`src/rtl/tav_pkg.sv`:
```
`default_nettype none

package tav_pkg;

   localparam int RING_DEPTH = 8;
   localparam int SAMPLE_BITS = 10;
   localparam int THRESHOLD_BITS = 10;
   localparam int LIMIT_BITS = 32;
   localparam int TIME_BITS = 32;
   localparam int OP_BITS = 2;
   localparam int RSP_DATA_BITS = 8;

   localparam logic [OP_BITS-1:0] OP_SAMPLE = 2'd0;
   localparam logic [OP_BITS-1:0] OP_RISE = 2'd1;
   localparam logic [OP_BITS-1:0] OP_FALL = 2'd2;
   localparam logic [OP_BITS-1:0] OP_PRIME = 2'd3;

   localparam logic CSR_DRIVE_THRESHOLD = 1'b0;
   localparam logic CSR_PRESS_TIME_LIMIT = 1'b1;

   localparam logic [THRESHOLD_BITS-1:0] RESET_THRESHOLD = 10'd300;
   localparam logic [LIMIT_BITS-1:0] RESET_PRESS_LIMIT = 32'd500000;

   typedef struct packed {
      logic power_cur;
      logic power_next;
      logic switched_off;
   } power_status_type;

endpackage

`default_nettype wire

```
`src/rtl/tav_cell.sv`:
```
`default_nettype none

module tav_cell #(
   parameter int WIDTH = tav_pkg::SAMPLE_BITS
) (
   input  wire logic             clock,
   input  wire logic             reset,
   input  wire logic             shift_en,
   input  wire logic             load_en,
   input  wire logic [WIDTH-1:0] shift_value,
   input  wire logic [WIDTH-1:0] load_value,
   output logic      [WIDTH-1:0] value
);

   logic [WIDTH-1:0] value_ff;
   logic [WIDTH-1:0] value_in;

   always_comb begin
      value_in = value_ff;
      if (load_en) begin
         value_in = load_value;
      end else if (shift_en) begin
         value_in = shift_value;
      end
   end

   always_ff @(posedge clock) begin
      if (reset) begin
         value_ff <= '0;
      end else begin
         value_ff <= value_in;
      end
   end

   assign value = value_ff;

endmodule

`default_nettype wire

```
`src/rtl/tav_ring.sv`:
```
`default_nettype none

module tav_ring #(
   parameter int RING_DEPTH = tav_pkg::RING_DEPTH,
   parameter int SAMPLE_BITS = tav_pkg::SAMPLE_BITS
) (
   input  wire logic                                clock,
   input  wire logic                                reset,
   input  wire logic                                sample_en,
   input  wire logic                                prime_en,
   input  wire logic [SAMPLE_BITS-1:0]              sample,
   input  wire logic [tav_pkg::THRESHOLD_BITS-1:0]  threshold,
   output logic                                     drive_level
);

   localparam int SUM_BITS = SAMPLE_BITS + $clog2(RING_DEPTH);
   localparam int LIM_BITS = tav_pkg::THRESHOLD_BITS + 1 + $clog2(RING_DEPTH);
   localparam int CMP_BITS = (SUM_BITS > LIM_BITS) ? SUM_BITS : LIM_BITS;

   logic [SAMPLE_BITS-1:0] cell_value [RING_DEPTH];
   logic [SUM_BITS-1:0]    sum_ff;
   logic [SUM_BITS-1:0]    sum_in;
   logic [SUM_BITS-1:0]    shifted_sum;
   logic [LIM_BITS-1:0]    level_limit;

   for (genvar i = 0; i < RING_DEPTH; i++) begin : g_cell
      logic [SAMPLE_BITS-1:0] shift_value;
      if (i == 0) begin : g_head
         assign shift_value = sample;
      end else begin : g_body
         assign shift_value = cell_value[i-1];
      end
      tav_cell #(
         .WIDTH(SAMPLE_BITS)
      ) u_cell (
         .clock       (clock),
         .reset       (reset),
         .shift_en    (sample_en),
         .load_en     (prime_en),
         .shift_value (shift_value),
         .load_value  (sample),
         .value       (cell_value[i])
      );
   end

   // The mean exceeds the threshold exactly when the sum reaches
   // (threshold + 1) times the depth.
   assign shifted_sum = sum_ff - SUM_BITS'(cell_value[RING_DEPTH-1]) + SUM_BITS'(sample);
   assign level_limit = (LIM_BITS'(threshold) + LIM_BITS'(1)) * LIM_BITS'(RING_DEPTH);
   assign drive_level = CMP_BITS'(shifted_sum) >= CMP_BITS'(level_limit);

   always_comb begin
      sum_in = sum_ff;
      if (prime_en) begin
         sum_in = SUM_BITS'(sample) * SUM_BITS'(RING_DEPTH);
      end else if (sample_en) begin
         sum_in = shifted_sum;
      end
   end

   always_ff @(posedge clock) begin
      if (reset) begin
         sum_ff <= '0;
      end else begin
         sum_ff <= sum_in;
      end
   end

endmodule

`default_nettype wire

```
`src/rtl/tav_press.sv`:
```
`default_nettype none

module tav_press (
   input  wire logic                               clock,
   input  wire logic                               reset,
   input  wire logic                               accept,
   input  wire logic [tav_pkg::OP_BITS-1:0]        operation,
   input  wire logic [tav_pkg::TIME_BITS-1:0]      time_us,
   input  wire logic [tav_pkg::LIMIT_BITS-1:0]     press_limit,
   output tav_pkg::power_status_type               status
);

   logic [tav_pkg::TIME_BITS-1:0] rise_ff;
   logic [tav_pkg::TIME_BITS-1:0] rise_in;
   logic                          power_ff;
   logic                          power_in;
   logic [tav_pkg::TIME_BITS-1:0] press_length;
   logic                          toggle;

   assign press_length = time_us - rise_ff;
   assign toggle = (operation == tav_pkg::OP_FALL) &&
                   (tav_pkg::LIMIT_BITS'(press_length) > press_limit);

   assign status.power_cur = power_ff;
   assign status.power_next = toggle ? !power_ff : power_ff;
   assign status.switched_off = toggle && power_ff;

   always_comb begin
      rise_in = rise_ff;
      power_in = power_ff;
      if (accept) begin
         power_in = status.power_next;
         if (operation == tav_pkg::OP_RISE) begin
            rise_in = time_us;
         end
      end
   end

   always_ff @(posedge clock) begin
      if (reset) begin
         rise_ff <= '0;
         power_ff <= 1'b1;
      end else begin
         rise_ff <= rise_in;
         power_ff <= power_in;
      end
   end

endmodule

`default_nettype wire

```
`src/rtl/averaged_throttle_with_press_toggle.sv`:
```
`default_nettype none

// Channel  Direction  Handshake              Payload
// req      in         req_tvalid/req_tready  tuser: operation; tdata: sample, time_us
// rsp      out        rsp_tvalid/rsp_tready  tuser: drive_valid; tdata: level, power, off
// csr      in         csr_we                 csr_index, csr_wdata
//
// Each accepted item yields one result in the output register on the next cycle. The
// ring is a row of cells that shift once per sample while power is on, with the running
// sum updated in the same cycle. A new item is taken whenever the output register is
// empty or its result is taken in the same cycle. Synchronous reset empties the ring,
// clears the sum and the rise time, turns power on and loads the default registers.

module averaged_throttle_with_press_toggle #(
   parameter int RING_DEPTH = tav_pkg::RING_DEPTH,
   parameter int SAMPLE_BITS = tav_pkg::SAMPLE_BITS
) (
   input  wire logic                                   clock,
   input  wire logic                                   reset,
   input  wire logic                                   req_tvalid,
   output logic                                        req_tready,
   // Bits from the lowest: operation.
   input  wire logic [tav_pkg::OP_BITS-1:0]            req_tuser,
   // Bits from the lowest: sample, time_us, zero fill.
   input  wire logic [((SAMPLE_BITS+tav_pkg::TIME_BITS+7)/8)*8-1:0] req_tdata,
   output logic                                        rsp_tvalid,
   input  wire logic                                   rsp_tready,
   // Bits from the lowest: drive_valid.
   output logic [0:0]                                  rsp_tuser,
   // Bits from the lowest: drive_level, power_on, power_switched_off, zero fill.
   output logic [tav_pkg::RSP_DATA_BITS-1:0]           rsp_tdata,
   input  wire logic                                   csr_we,
   input  wire logic                                   csr_index,
   input  wire logic [tav_pkg::LIMIT_BITS-1:0]         csr_wdata
);

   logic [tav_pkg::THRESHOLD_BITS-1:0] threshold_ff;
   logic [tav_pkg::THRESHOLD_BITS-1:0] threshold_in;
   logic [tav_pkg::LIMIT_BITS-1:0]     limit_ff;
   logic [tav_pkg::LIMIT_BITS-1:0]     limit_in;

   logic                               rsp_valid_ff;
   logic                               rsp_valid_in;
   logic                               drive_valid_ff;
   logic                               drive_valid_in;
   logic [2:0]                         rsp_bits_ff;
   logic [2:0]                         rsp_bits_in;

   logic                               accept;
   logic [tav_pkg::OP_BITS-1:0]        operation;
   logic [SAMPLE_BITS-1:0]             sample;
   logic [tav_pkg::TIME_BITS-1:0]      time_us;
   logic                               sample_en;
   logic                               prime_en;
   logic                               drive_level;
   tav_pkg::power_status_type          status;

   assign operation = req_tuser;
   assign sample = req_tdata[SAMPLE_BITS-1:0];
   assign time_us = req_tdata[SAMPLE_BITS+tav_pkg::TIME_BITS-1:SAMPLE_BITS];

   assign req_tready = !rsp_valid_ff || rsp_tready;
   assign accept = req_tvalid && req_tready;
   assign sample_en = accept && (operation == tav_pkg::OP_SAMPLE) && status.power_cur;
   assign prime_en = accept && (operation == tav_pkg::OP_PRIME);

   tav_ring #(
      .RING_DEPTH  (RING_DEPTH),
      .SAMPLE_BITS (SAMPLE_BITS)
   ) u_ring (
      .clock       (clock),
      .reset       (reset),
      .sample_en   (sample_en),
      .prime_en    (prime_en),
      .sample      (sample),
      .threshold   (threshold_ff),
      .drive_level (drive_level)
   );

   tav_press u_press (
      .clock       (clock),
      .reset       (reset),
      .accept      (accept),
      .operation   (operation),
      .time_us     (time_us),
      .press_limit (limit_ff),
      .status      (status)
   );

   always_comb begin
      threshold_in = threshold_ff;
      limit_in = limit_ff;
      if (csr_we) begin
         case (csr_index)
            tav_pkg::CSR_DRIVE_THRESHOLD: begin
               threshold_in = csr_wdata[tav_pkg::THRESHOLD_BITS-1:0];
            end
            tav_pkg::CSR_PRESS_TIME_LIMIT: begin
               limit_in = csr_wdata;
            end
            default: begin
               threshold_in = threshold_ff;
            end
         endcase
      end
   end

   always_comb begin
      rsp_valid_in = rsp_valid_ff && !rsp_tready;
      drive_valid_in = drive_valid_ff;
      rsp_bits_in = rsp_bits_ff;
      if (accept) begin
         rsp_valid_in = 1'b1;
         drive_valid_in = sample_en;
         rsp_bits_in = {status.switched_off, status.power_next, sample_en && drive_level};
      end
   end

   always_ff @(posedge clock) begin
      if (reset) begin
         threshold_ff <= tav_pkg::RESET_THRESHOLD;
         limit_ff <= tav_pkg::RESET_PRESS_LIMIT;
         rsp_valid_ff <= 1'b0;
      end else begin
         threshold_ff <= threshold_in;
         limit_ff <= limit_in;
         rsp_valid_ff <= rsp_valid_in;
      end
   end

   always_ff @(posedge clock) begin
      drive_valid_ff <= drive_valid_in;
      rsp_bits_ff <= rsp_bits_in;
   end

   assign rsp_tvalid = rsp_valid_ff;
   assign rsp_tuser = drive_valid_ff;
   assign rsp_tdata = {{(tav_pkg::RSP_DATA_BITS - 3){1'b0}}, rsp_bits_ff};

   a_drive_needs_power: assert property (@(posedge clock) disable iff (reset)
      rsp_tvalid && rsp_tuser[0] |-> rsp_tdata[1])
      else $error("Drive result reported while power is off.");

   a_off_means_off: assert property (@(posedge clock) disable iff (reset)
      rsp_tvalid && rsp_tdata[2] |-> !rsp_tdata[1])
      else $error("Power switched off but still reported on.");

   a_level_needs_valid: assert property (@(posedge clock) disable iff (reset)
      rsp_tvalid && rsp_tdata[0] |-> rsp_tuser[0])
      else $error("Drive level set without a processed sample.");

   a_no_overwrite: assert property (@(posedge clock) disable iff (reset)
      rsp_tvalid && !rsp_tready |-> !req_tready)
      else $error("Input taken while a result transfer is stalled.");

endmodule

`default_nettype wire

```
`config.mk`:
```
export PLATFORM = sky130hd
export DESIGN_NAME = averaged_throttle_with_press_toggle
export DESIGN_NICKNAME = d
export VERILOG_FILES = /design/src/rtl/tav_pkg.sv /design/src/rtl/tav_cell.sv /design/src/rtl/tav_ring.sv /design/src/rtl/tav_press.sv /design/src/rtl/averaged_throttle_with_press_toggle.sv
export SDC_FILE = /design/constraint.sdc
export NUM_CORES = 1
export LEC_CHECK = 0
export BUFFER_PORTS_ARGS = -buffer_cell sky130_fd_sc_hd__buf_2
export CORE_ASPECT_RATIO = 1.25
export CORE_MARGIN = 8
export CORE_UTILIZATION = 50
export CTS_CLUSTER_SIZE = 40
export DETAILED_ROUTE_END_ITERATION = 10
export PLACE_DENSITY_LB_ADDON = 0.25
export SLEW_MARGIN = 20
export SYNTH_ARGS = -nofsm -noshare
export SYNTH_HDL_FRONTEND = slang
export SYNTH_SLANG_ARGS = --single-unit
```
`constraint.sdc`:
```
create_clock -name clock -period 4.54 [get_ports clock]
set_clock_uncertainty 0.05 [all_clocks]
set_input_delay 0.227 -clock clock [delete_from_list [all_inputs] [get_ports clock]]
set_output_delay 0.227 -clock clock [all_outputs]
set_load 0.005 [all_outputs]
```
# Word level (Yosys, flattened, before mapping)
# Cells that the tools add are included.
# Widths: inputs -> output; s select.
# classes
add_sub_neg,4
n_lt_le_gt_ge,2
n_eq_ne,3
muxes,20
bitwise_logic,1
reduce_logical,18
# op_table
cell,n
$mux 10,16
$gt 32x32->1,1
$sub 32x32->32,1
$mux 13,2
$ge 13x14->1,1
$add 13x10->13,1
$sub 13x10->13,1
$add 10x1->11 const B,1
$logic_and 1x1->1,8
$reduce_and 2->1,3
$eq 2x2->1 const B,2
$logic_not 1->1,3
$eq 2x1->1 const B,1
$logic_not 2->1,1
$mux 1,2
$reduce_bool 2->1,1
$reduce_or 2->1,1
$logic_or 1x1->1,1
$not 1->1,1
# totals
ff_bits,173
input_bits,88
out_inout_bits,11
wordCells,65

# Depth between registers and ports, before layout
# Gate-level depths: netlist of run 1.
# depth
word_depth,7
depth_mapped,21
mapped_depth_nobuf,21

# Modules after synthesis
# Synthesis of run 1 repeated with hierarchy kept, for this count alone.
# hier_totals
cells_unflattened,1317
hier_area_um2,11403.4
# by_module_without_submodules
mod,n_inst,cells_each,area_each_um2,seq_area_each_um2
tav_press,1,509,3687.3,660.6
tav_cell,8,44,460.4,200.2
tav_ring,1,260,2033.2,260.2
averaged_throttle_with_press_toggle,1,196,1999.4,980.9

# Worst setup path after synthesis of run 1
# No wires, ideal clock.
# synth_timing
path_kind,register -> register
startpoint,register u_press.rise_ff[0] in the netlist's numbering
endpoint,register u_press.power_ff
setup_ns,0.120
arrival_time_ns,3.567
required_ns,4.370
path_slack_ns,0.803
path_stages_with_launch,21
path_buffers,0
synth_period_minus_slack_ns,3.737
cell_sequence,dfxtp_1 > ha_1 > inv_1 > fa_1 > a21oi_1 > o21ai_0 > a21oi_1 > nor2b_1 > o21a_1 > nor2_1 > xnor2_1 > ha_1 > a21o_1 > a21o_1 > a211o_1 > o211ai_1 > a21oi_1 > o31ai_1 > a21oi_1 > ha_1 > a211o_1
# synth_lines
element,line,source
"start, declared",tav_press.sv:13,logic [tav_pkg::TIME_BITS-1:0] rise_ff;
"start signal, assigned",tav_press.sv:44,rise_ff <= rise_in;
"end signal, assigned",tav_press.sv:45,power_ff <= power_in;
"end, declared",tav_press.sv:15,logic power_ff;

==> impl_metrics.ini, run 1 <==
[floorplanning]
dieArea_um2 = 25200
start_util_pct = 50.7
die_x_um = 144
coreArea_um2 = 20100
die_h_um = 176
row_count = 58
io_pins = 99

[synth]
yosysSeqAreaShare_pct = 34.4
ys_seq_elements = 173
async_flop_share_pct = 0
synth_cell_type_count = 66
syn_inst = 1339
syn_area_um2 = 10200
syn_area_per_cell_um2 = 7.61
synth_edf_count = 4
ys.flop_type = dfxtp_1
yosys_warnings = 0

[sta]
rsz0062_at_grt = no
max-slew-margin-rel_pct = 26.4
setup-tns-final_ps = 0
fin_crit_ps = 4300
fin_crit_sh_pct = 94.8
hold_viol_final = 0
worst_pin_slew_ps = 1100
fmax_mhz = 232
finalMaxSlewViolations = 0
setup_viol = 0

[global_routing]
grt_max_degree = 102
grt_pass1_wl_um = 41300
grt_usage_pct = 19.9
grt_pass1_vias = 8905
antenna_found_initial = 0
overflow = 0

[setup_path]
crit_path_end_kind = flip-flop
cp_top_family = compound AO/OA/AOI/OAI gates
path_common_cell = ha_1
reg2reg_from = u_press.rise_ff[14]
critical_path_class = in2reg
crit_chain = dlygate4sd3_1, buf_2, ha_1, nand2_1, o21ai_0, a221oi_1, nand3_1, a21oi_1, o21ai_0, xor2_1, ha_1, nand4_1, nor4_1, buf_4, o31ai_1, a21oi_1, ha_1, a211o_1
cp_slowest_cell = dlygate4sd3_1
cp-start-kind = primary input
reg2reg_depth = 17
critical_path_buf_inv_count = 3
worst_r2r_endpoint = u_press.power_ff
cp_max_fo = 8
required_ps = 4810
ff2ff_setup_slack_ps = 350
crit_arrival_ps = 4570
cp_slowest_stage_delay_ps = 530

[flow_run]
maxCapViolCount = 0

[clock_network]
clk_pin_slew_worst_paths_ps = 60
clockRootBuffer = clkbuf_16
clk_path_buf_depth = 2
cts_max_level = 4
cts_inserted_buffers = 17
cts.sinks = 173
insertion_delay_ps = 430
cts_tree = built

[power]
comb_power_share_pct = 25.7
power.leakage_nw = 4.88
p_total_mw = 4.21
power.density_nw_per_um2 = 349
p_sw_mw = 1.29
pwr-share-seq_pct = 39.2
p_clk_share_pct = 35.0
vdd_drop_max_mv = 0.289
internal-power_mw = 2.93
swShare_pct = 30.5

[run_status]
status = completed

[routing]
firstDrtPassIters = 5
dr_total_vias = 9240
wl_um = 24700
top_layer = met4
avgRoutedWirePerCell_um = 14.2
drt-met1-wl_um = 11100
wl_met2_um = 12200
via_per_inst = 5.32
final_antenna_net_count = 0
first_iter_violations = 437
drc = 0
wl_met3_um = 716

[finish]
syn_to_final_growth_pct = 18.4
drive_gt1_share_pct = 10.8
fin_util_pct = 60.0
fillers = 1793
final_common_cell = nand2_1
layout_common_cells = nand2_1 (354), dfxtp_1 (169), a21oi_1 (124), inv_1 (122), ha_1 (87)
regArea_um2 = 3500
final_nets = 1642
multi_input_comb_area_um2 = 5990
diodes = 0

[min_path]
min_to = u_ring.g_cell[0].u_cell.value[8]
hold_path_class = in2reg
holdPathStages = 3
hp-start = req_tdata[8]

[placed_design]
io_buffer_count = 87
hpwl_um = 17200
place.gp.congestion = 0.923
[tightest hold or removal path, stage by stage]
cell and delay [ps]:
buf_2 110, nand2_1 50, a21oi_1 50
[stage by stage]
stage / instances / instance area (µm²) / hold WS, ps / worst slack (ps)
2_1_floorplan: 1343 / 10200 / 298 / 803
5_1_grt: 1738 / 12100 / 9.74 / 7.21
6_report: 1738 / 12100 / 12.2 / 237
3_3_place_gp: 1641 / 10800 / 388 / 319
4_1_cts: 1736 / 12000 / 0.987 / 95.6
3_5_place_dp: 1641 / 10800 / 392 / 203
[kinds of logic (layout without fill, tap and decap cells)]
family          after synthesis  in the layout  share of synthesized area, %
fa+ha+maj                    99             99                          13.0
flops                       173            173                          34.4
other cells                   1              5                        0.0368
simple gates                490            490                          20.5
mux                           2              2                         0.196
xor+xnor                     47             47                          4.04
buf+inv                     195            320                          7.65
compound gates              332            332                          20.3
[power by group through the flow]
stage	clock, mW	sequential (mW)	combinational, mW
final	1.48	1.65	1.08
after detailed placement	0	1.69	1.02
after floorplan	0	1.67	0.769
after CTS	1.51	1.65	1.07
after global routing	1.57	1.66	1.23
after global placement	0	1.68	0.998
[sequential cells by signal, indices dropped and copies added (netlist names)]
name / cells
u_ring.g_cell.u_cell.value: 80
limit_ff: 32
u_press.rise_ff: 32
u_ring.sum_ff: 13
threshold_ff: 10
rsp_bits_ff: 3
rsp_tuser: 1
rsp_tvalid: 1
u_press.power_ff: 1
[repair_timing]
item                                    CTS  global route
setup buffers                             0             2
endpoints found under the setup margin    0             3
hold buffers                             63             0
hold endpoints to repair                 70             0
gates resized for setup                   0            10
[routing by layer]
| metal | vias to the layer above | GRT usage [%] |
|---|---|---|
| met5 | - | 0 |
| met4 | 0 | 8.56 |
| met3 | 41 | 2.85 |
| met2 | 165 | 34.4 |
| met1 | 4271 | 23.9 |
| li1 | 4763 | - |
[synthesized netlist by cell type (17+ instances only)]
cell        n  area (µm²)
o21ai_0    31         155
a21o_1     30         225
a21oi_1   126         631
dfxtp_1   169        3380
xnor2_1    26         228
xor2_1     21         184
inv_1     122         458
ha_1       88        1100
a31oi_1    83         519
nor2_1     35         131
nand3_1    19        95.1
nand2_1   354        1330
buf_2      17        85.1
clkbuf_1   44         165
[how the worst max path moves through the flow]
stage,endpoint,slack [ps],start,depth (start not counted)
2_1_floorplan,u_press.power_ff,800,u_press.rise_ff[0],20
3_3_place_gp,u_press.power_ff,320,req_tdata[10],20
3_5_place_dp,u_press.power_ff,200,req_tdata[10],20
4_1_cts,u_press.power_ff,100,req_tdata[10],21
5_1_grt,u_press.power_ff,7,req_tdata[17],19
6_report,u_press.power_ff,240,req_tdata[24],18
[cell type report]
cell class | instances | area share, %
multi-input cells | 975 | 49.6
flip-flops and latches | 173 | 29.0
repair buffers | 165 | 9.79
clock buffers | 20 | 3.87
inverters | 123 | 3.83
well taps | 270 | 2.80
clock inverters | 12 | 1.10
Note: power is estimated with default switching activity, not from simulation.
==> inputs of run 2 (changes only) <==
==> constraint.sdc (replaced) <==
create_clock -name clock -period 4.1 [get_ports clock]
set_clock_uncertainty 0.05 [all_clocks]
set_input_delay 1.23 -clock clock [delete_from_list [all_inputs] [get_ports clock]]
set_output_delay 1.23 -clock clock [all_outputs]
set_load 0.005 [all_outputs]
==> run 2 against run 1 <==
Net effect:
- the flow now finishes with violations (setup timing)
- via count up 2.9%
- routed wire length up 4.4%
- flip-flop and latch count unchanged
- total power up 15%
- utilization up 2.9 points
- hold slack better by 390 ps
- clock power up 5%
- design area up 4.8%
- critical path depth unchanged
- critical path type unchanged
- largest power group unchanged
==> impl_metrics.ini, run 2 (synthesized netlist as in run 1, its figures left out) <==
[global_routing]
grt_max_degree = 72
gr-usage-met1_pct = 24.2
grtUsageMet2_pct = 38.2
met3_usage_pct = 3.83
grt_usage_pct = 20.9
top_usage_layer = met2
overflow = 0
grt_pass1_wl_um = 43300
antenna_found_initial = 2
grt_pass1_vias = 9323

[floorplanning]
row_count = 58
die_h_um = 176
dieArea_um2 = 25200
coreArea_um2 = 20100
start_util_pct = 50.7
io_pins = 99
die_x_um = 144

[finish]
final_common_cell = nand2_1
multi_input_comb_area_um2 = 6280
layout_common_cells = nand2_1 (354), dfxtp_1 (169), buf_4 (142), inv_1 (119), a21oi_1 (115)
postLayoutCellArea_um2 = 12700
drive_gt1_share_pct = 21.0
diodes = 0
regArea_um2 = 3500
fillers = 1810
final_nets = 1705
largest_register_ffs = 80
syn_to_final_growth_pct = 24.1

[sta]
worst_pin_slew_ps = 1050
hold_viol_final = 0
finalMaxSlewViolations = 0
fin_crit_ps = 4480
fin_crit_sh_pct = 109
fmax_mhz = 223
setup_ws_ps = -378
max-slew-margin-rel_pct = 30.0
setup_viol = 3
rsz0062_at_grt = yes
holdWs_ps = 401

[routing]
firstDrtPassIters = 5
wl_um = 25800
first_iter_violations = 349
drc = 0
final_antenna_net_count = 0
avgRoutedWirePerCell_um = 14.3
via_per_inst = 5.28
dr_total_vias = 9506

[setup_path]
crit_path_end_kind = flip-flop
cp-start-kind = primary input
reg2reg_depth = 18
startpoint = req_tdata[14]
required_ps = 4370
critical_path_class = in2reg
worst_r2r_endpoint = u_press.power_ff
crit_arrival_ps = 4750
cp_max_fo = 5
reg2reg_from = u_press.rise_ff[4]
ff2ff_setup_slack_ps = 120

[placed_design]
place.gp.congestion = 0.930
hpwl_um = 19200
io_buffer_count = 87
placedInstanceArea_um2 = 11900

[clock_network]
cts_inserted_buffers = 17
cts_max_level = 4
cts_tree = built
clk_path_buf_depth = 2
clk_pin_slew_worst_paths_ps = 70
holdBufCountCts = 0
clockRootBuffer = clkbuf_16
insertion_delay_ps = 440
cts.sinks = 173

[run_status]
violations = setup timing
status = finished, violations left

[power]
vdd_drop_max_mv = 0.349
power.leakage_nw = 5.25
power.density_nw_per_um2 = 383
p_total_mw = 4.84

[min_path]
hold_path_class = reg2reg
hp-start = u_ring.g_cell[0].u_cell.value[7]
min_to = u_ring.g_cell[0].u_cell.value[7]
holdPathStages = 2

[flow_run]
maxCapViolCount = 0
==> run 2: cell count changes in the layout (fill, tap and decap cells not counted), moves of 3 or more <==
cell and delta:
fa_2 +3, inv_6 +5, a21oi_2 +6, ha_4 +14
dlygate4sd3_1 -63, fa_1 -3, buf_4 +126, a21oi_4 +3
a21oi_1 -9, inv_1 -3, ha_1 -15
==> run 2: worst max path at each step <==
stage | endpoint | depth (start not counted) | slack (ps)
after floorplan | u_press.power_ff | 17 | -370
after global placement | u_press.power_ff | 16 | -920
after detailed placement | u_press.power_ff | 19 | -1010
after CTS | u_press.power_ff | 18 | -370
after global routing | u_press.power_ff | 19 | -520
final | u_press.power_ff | 18 | -380
==> run 2: layout make-up <==
type,instances,share of cell area [%]
well taps,270,2.67
inverters,123,3.67
clock inverters,14,0.949
clock buffers,18,3.47
multi-input cells,975,49.6
repair buffers,228,11.9
flip-flops and latches,173,27.7
==> run 2: per-stage QoR <==
stage	utilization, %	std cells	worst slack [ps]	setup TNS, ps
after floorplan	-	1343	-368	-787
after global routing	63.0	1801	-518	-1130
after detailed placement	59.4	1765	-1010	-3170
after global placement	59.4	1765	-919	-2830
final	63.0	1801	-378	-719
after CTS	62.6	1800	-366	-681
==> run 2: metal layers <==
layer	part of all wire [%]	vias to the layer above
met1	44	4429
li1	-	4897
met3	2.8	35
met2	51	141
met4	1.8	4
met5	0.097	-
==> run 2: worst max-delay path, stage by stage <==
cell,delay [ps]
buf_6,100
ha_4,300
nand3_2,90
a21oi_2,150
o211ai_2,140
o21ai_4,240
a41oi_4,180
or2_1,280
a311o_1,310
ha_1,330
a21o_1,160
a21o_1,140
a21oi_1,120
o21ai_1,100
a21oi_1,160
a21oi_1,100
ha_1,320
a211o_1,290
==> run 2: power breakdown <==
part	internal, mW	switching (mW)	total [mW]	leakage (nW)
combinational	0.700	0.753	1.45	3.55
clock	0.813	0.745	1.56	0.275
sequential	1.78	0.0534	1.83	1.42
total	3.29	1.55	4.84	5.25
==> run 2: timing repair <==
action	in CTS	in global routing
gates resized for setup	12	11
setup endpoints to repair	4	4
pin swaps	26	9
setup buffers	3	1
==> inputs of run 3 (changes only) <==
--- a/config.mk
+++ b/config.mk
@@ -12,6 +12,7 @@
 export CTS_CLUSTER_SIZE = 40
 export DETAILED_ROUTE_END_ITERATION = 10
 export PLACE_DENSITY_LB_ADDON = 0.25
+export REMOVE_ABC_BUFFERS = 1
 export SLEW_MARGIN = 20
 export SYNTH_ARGS = -nofsm -noshare
 export SYNTH_HDL_FRONTEND = slang
==> run 3 against run 2 <==
Net effect:
- the run still ends with setup timing left
- setup slack improved by 61 ps
- via count is 2.3% higher
- critical path type unchanged
- flip-flop and latch count unchanged
==> impl_metrics.ini, run 3 (synthesized netlist as in run 1, its figures left out) <==
[power]
comb_power_share_pct = 33.5
power.leakage_nw = 5.47
p_sw_mw = 1.60
vdd_drop_max_mv = 0.310
pwr-share-seq_pct = 35.3
internal-power_mw = 3.59
p_clk_share_pct = 31.2
swShare_pct = 30.8
power.density_nw_per_um2 = 391

[setup_path]
crit_path_end_kind = flip-flop
required_ps = 4230
cp_slowest_stage_delay_ps = 470
reg2reg_depth = 18
crit_chain = buf_8, inv_4, ha_4, inv_2, fa_2, a21oi_4, o21ai_4, a21oi_4, a2111oi_4, o21a_1, buf_6, xor2_2, ha_1, nand4_1, nor4_2, buf_4, o31ai_2, a21oi_2, ha_4, buf_4
critical_path_class = in2reg
crit_cells = 20
crit_arrival_ps = 4550
cp_slowest_cell = a2111oi_4
cp_top_family = compound AO/OA/AOI/OAI gates
critical_path_buf_inv_count = 6
cp-start-kind = primary input
cp_max_fo = 3

[min_path]
holdPathStages = 2
hold_path_class = reg2reg

[sta]
max-slew-margin-rel_pct = 27.7
rsz0062_at_grt = yes
fin_crit_sh_pct = 108
fmax_mhz = 226
setup_ws_ps = -317
finalMaxSlewViolations = 0
holdWs_ps = 401
setup-tns-final_ps = -731
hold_viol_final = 0
fin_crit_ps = 4420
worst_pin_slew_ps = 1080
setup_viol = 3

[clock_network]
clk_path_buf_depth = 2
cts.sinks = 173
holdBufCountCts = 0
insertion_delay_ps = 430
cts_inserted_buffers = 17
cts_max_level = 4
cts_tree = built
clk_pin_slew_worst_paths_ps = 60
clockRootBuffer = clkbuf_16

[floorplanning]
io_pins = 99
start_util_pct = 50.7
dieArea_um2 = 25200
die_h_um = 176
row_count = 58
coreArea_um2 = 20100
die_x_um = 144

[global_routing]
grt_usage_pct = 21.1
antenna_found_initial = 2
grt_max_degree = 63
grt_pass1_wl_um = 43600
grt_pass1_vias = 9485
overflow = 0

[routing]
dr_total_vias = 9726
final_antenna_net_count = 0
first_iter_violations = 480
firstDrtPassIters = 7
drc = 0
avgRoutedWirePerCell_um = 14.6
via_per_inst = 5.29
wl_um = 26900

[finish]
final_nets = 1741
diodes = 0
layout_common_cells = nand2_1 (351), buf_4 (173), dfxtp_1 (169), inv_1 (117), a21oi_1 (107)
largest_register_ffs = 80
postLayoutCellArea_um2 = 13300
fin_util_pct = 66.0
final_common_cell = nand2_1
syn_to_final_growth_pct = 30.2
fillers = 1699
drive_gt1_share_pct = 25.4

[run_status]
status = finished, violations left
violations = setup timing

[placed_design]
placedInstanceArea_um2 = 11800
place.gp.congestion = 0.945
io_buffer_count = 87
hpwl_um = 18800

[flow_run]
maxCapViolCount = 0
[run 3: cell types whose count changed in the layout (fill, tap and decap cells not counted), sizes merged]
cell and delta:
clkinvlp +1, bufinv +2, buf +36, inv -8, clkinv +1, clkbuf +4
[run 3: path summary, 6_finish.rpt]
check / start / endpoint / slack, ps
worst min-delay path: u_ring.g_cell[0].u_cell.value[5] / u_ring.g_cell[0].u_cell.value[5] / 400
worst max register to register: u_press.rise_ff[4] / rsp_bits_ff[1] / 180
worst max-delay path: req_tdata[10] / rsp_bits_ff[1] / -320
worst min register to register: u_ring.g_cell[0].u_cell.value[5] / u_ring.g_cell[0].u_cell.value[5] / 400
[run 3: metrics by stage]
step | std cells | setup WS (ps) | power [mW]
5_1_grt | 1837 | -450 | 5.48
3_3_place_gp | 1779 | -1050 | 3.20
4_1_cts | 1829 | -402 | 5.04
2_1_floorplan | 1271 | -1120 | 2.68
6_report | 1837 | -317 | 5.19
3_5_place_dp | 1779 | -1150 | 3.23
[run 3: layout make-up]
type	count	area (µm²)	area share, %
Multi-Input combinational cell	975	6550	49.3
Inverter	123	464	3.50
Clock buffer	22	474	3.57
Timing Repair Buffer	264	1840	13.8
Sequential cell	173	3500	26.4
Tap cell	270	338	2.54
Clock inverter	10	113	0.848
[run 3: power by group through the flow]
| stage | Clock (mW) | Sequential, mW | Combinational, mW |
|---|---|---|---|
| finish | 1.62 | 1.83 | 1.74 |
| global route | 1.72 | 1.84 | 1.92 |
| CTS | 1.65 | 1.83 | 1.56 |
| detailed placement | 0 | 1.87 | 1.36 |
| global placement | 0 | 1.86 | 1.34 |
| floorplan | 0 | 1.85 | 0.823 |
[run 3: tightest hold or removal path, delay by kind of cell (launching register included)]
family	cells	cell delay, ps
flops	1	310
compound gates	1	50
simple gates	1	50
[run 3: what timing repair did]
action / 4_1_cts / 5_1_grt
pin swaps: 43 / 72
resized for setup: 52 / 75
setup buffers: 20 / 9
endpoints found under the setup margin: 4 / 4
[run 3: routing by layer]
layer,vias to the layer above,wire (µm),track usage [%]
met4,4,738,7.86
met3,53,819,3.53
met1,4550,11600,25.1
met2,161,13700,37.0
li1,4958,-,-
met5,-,25,0
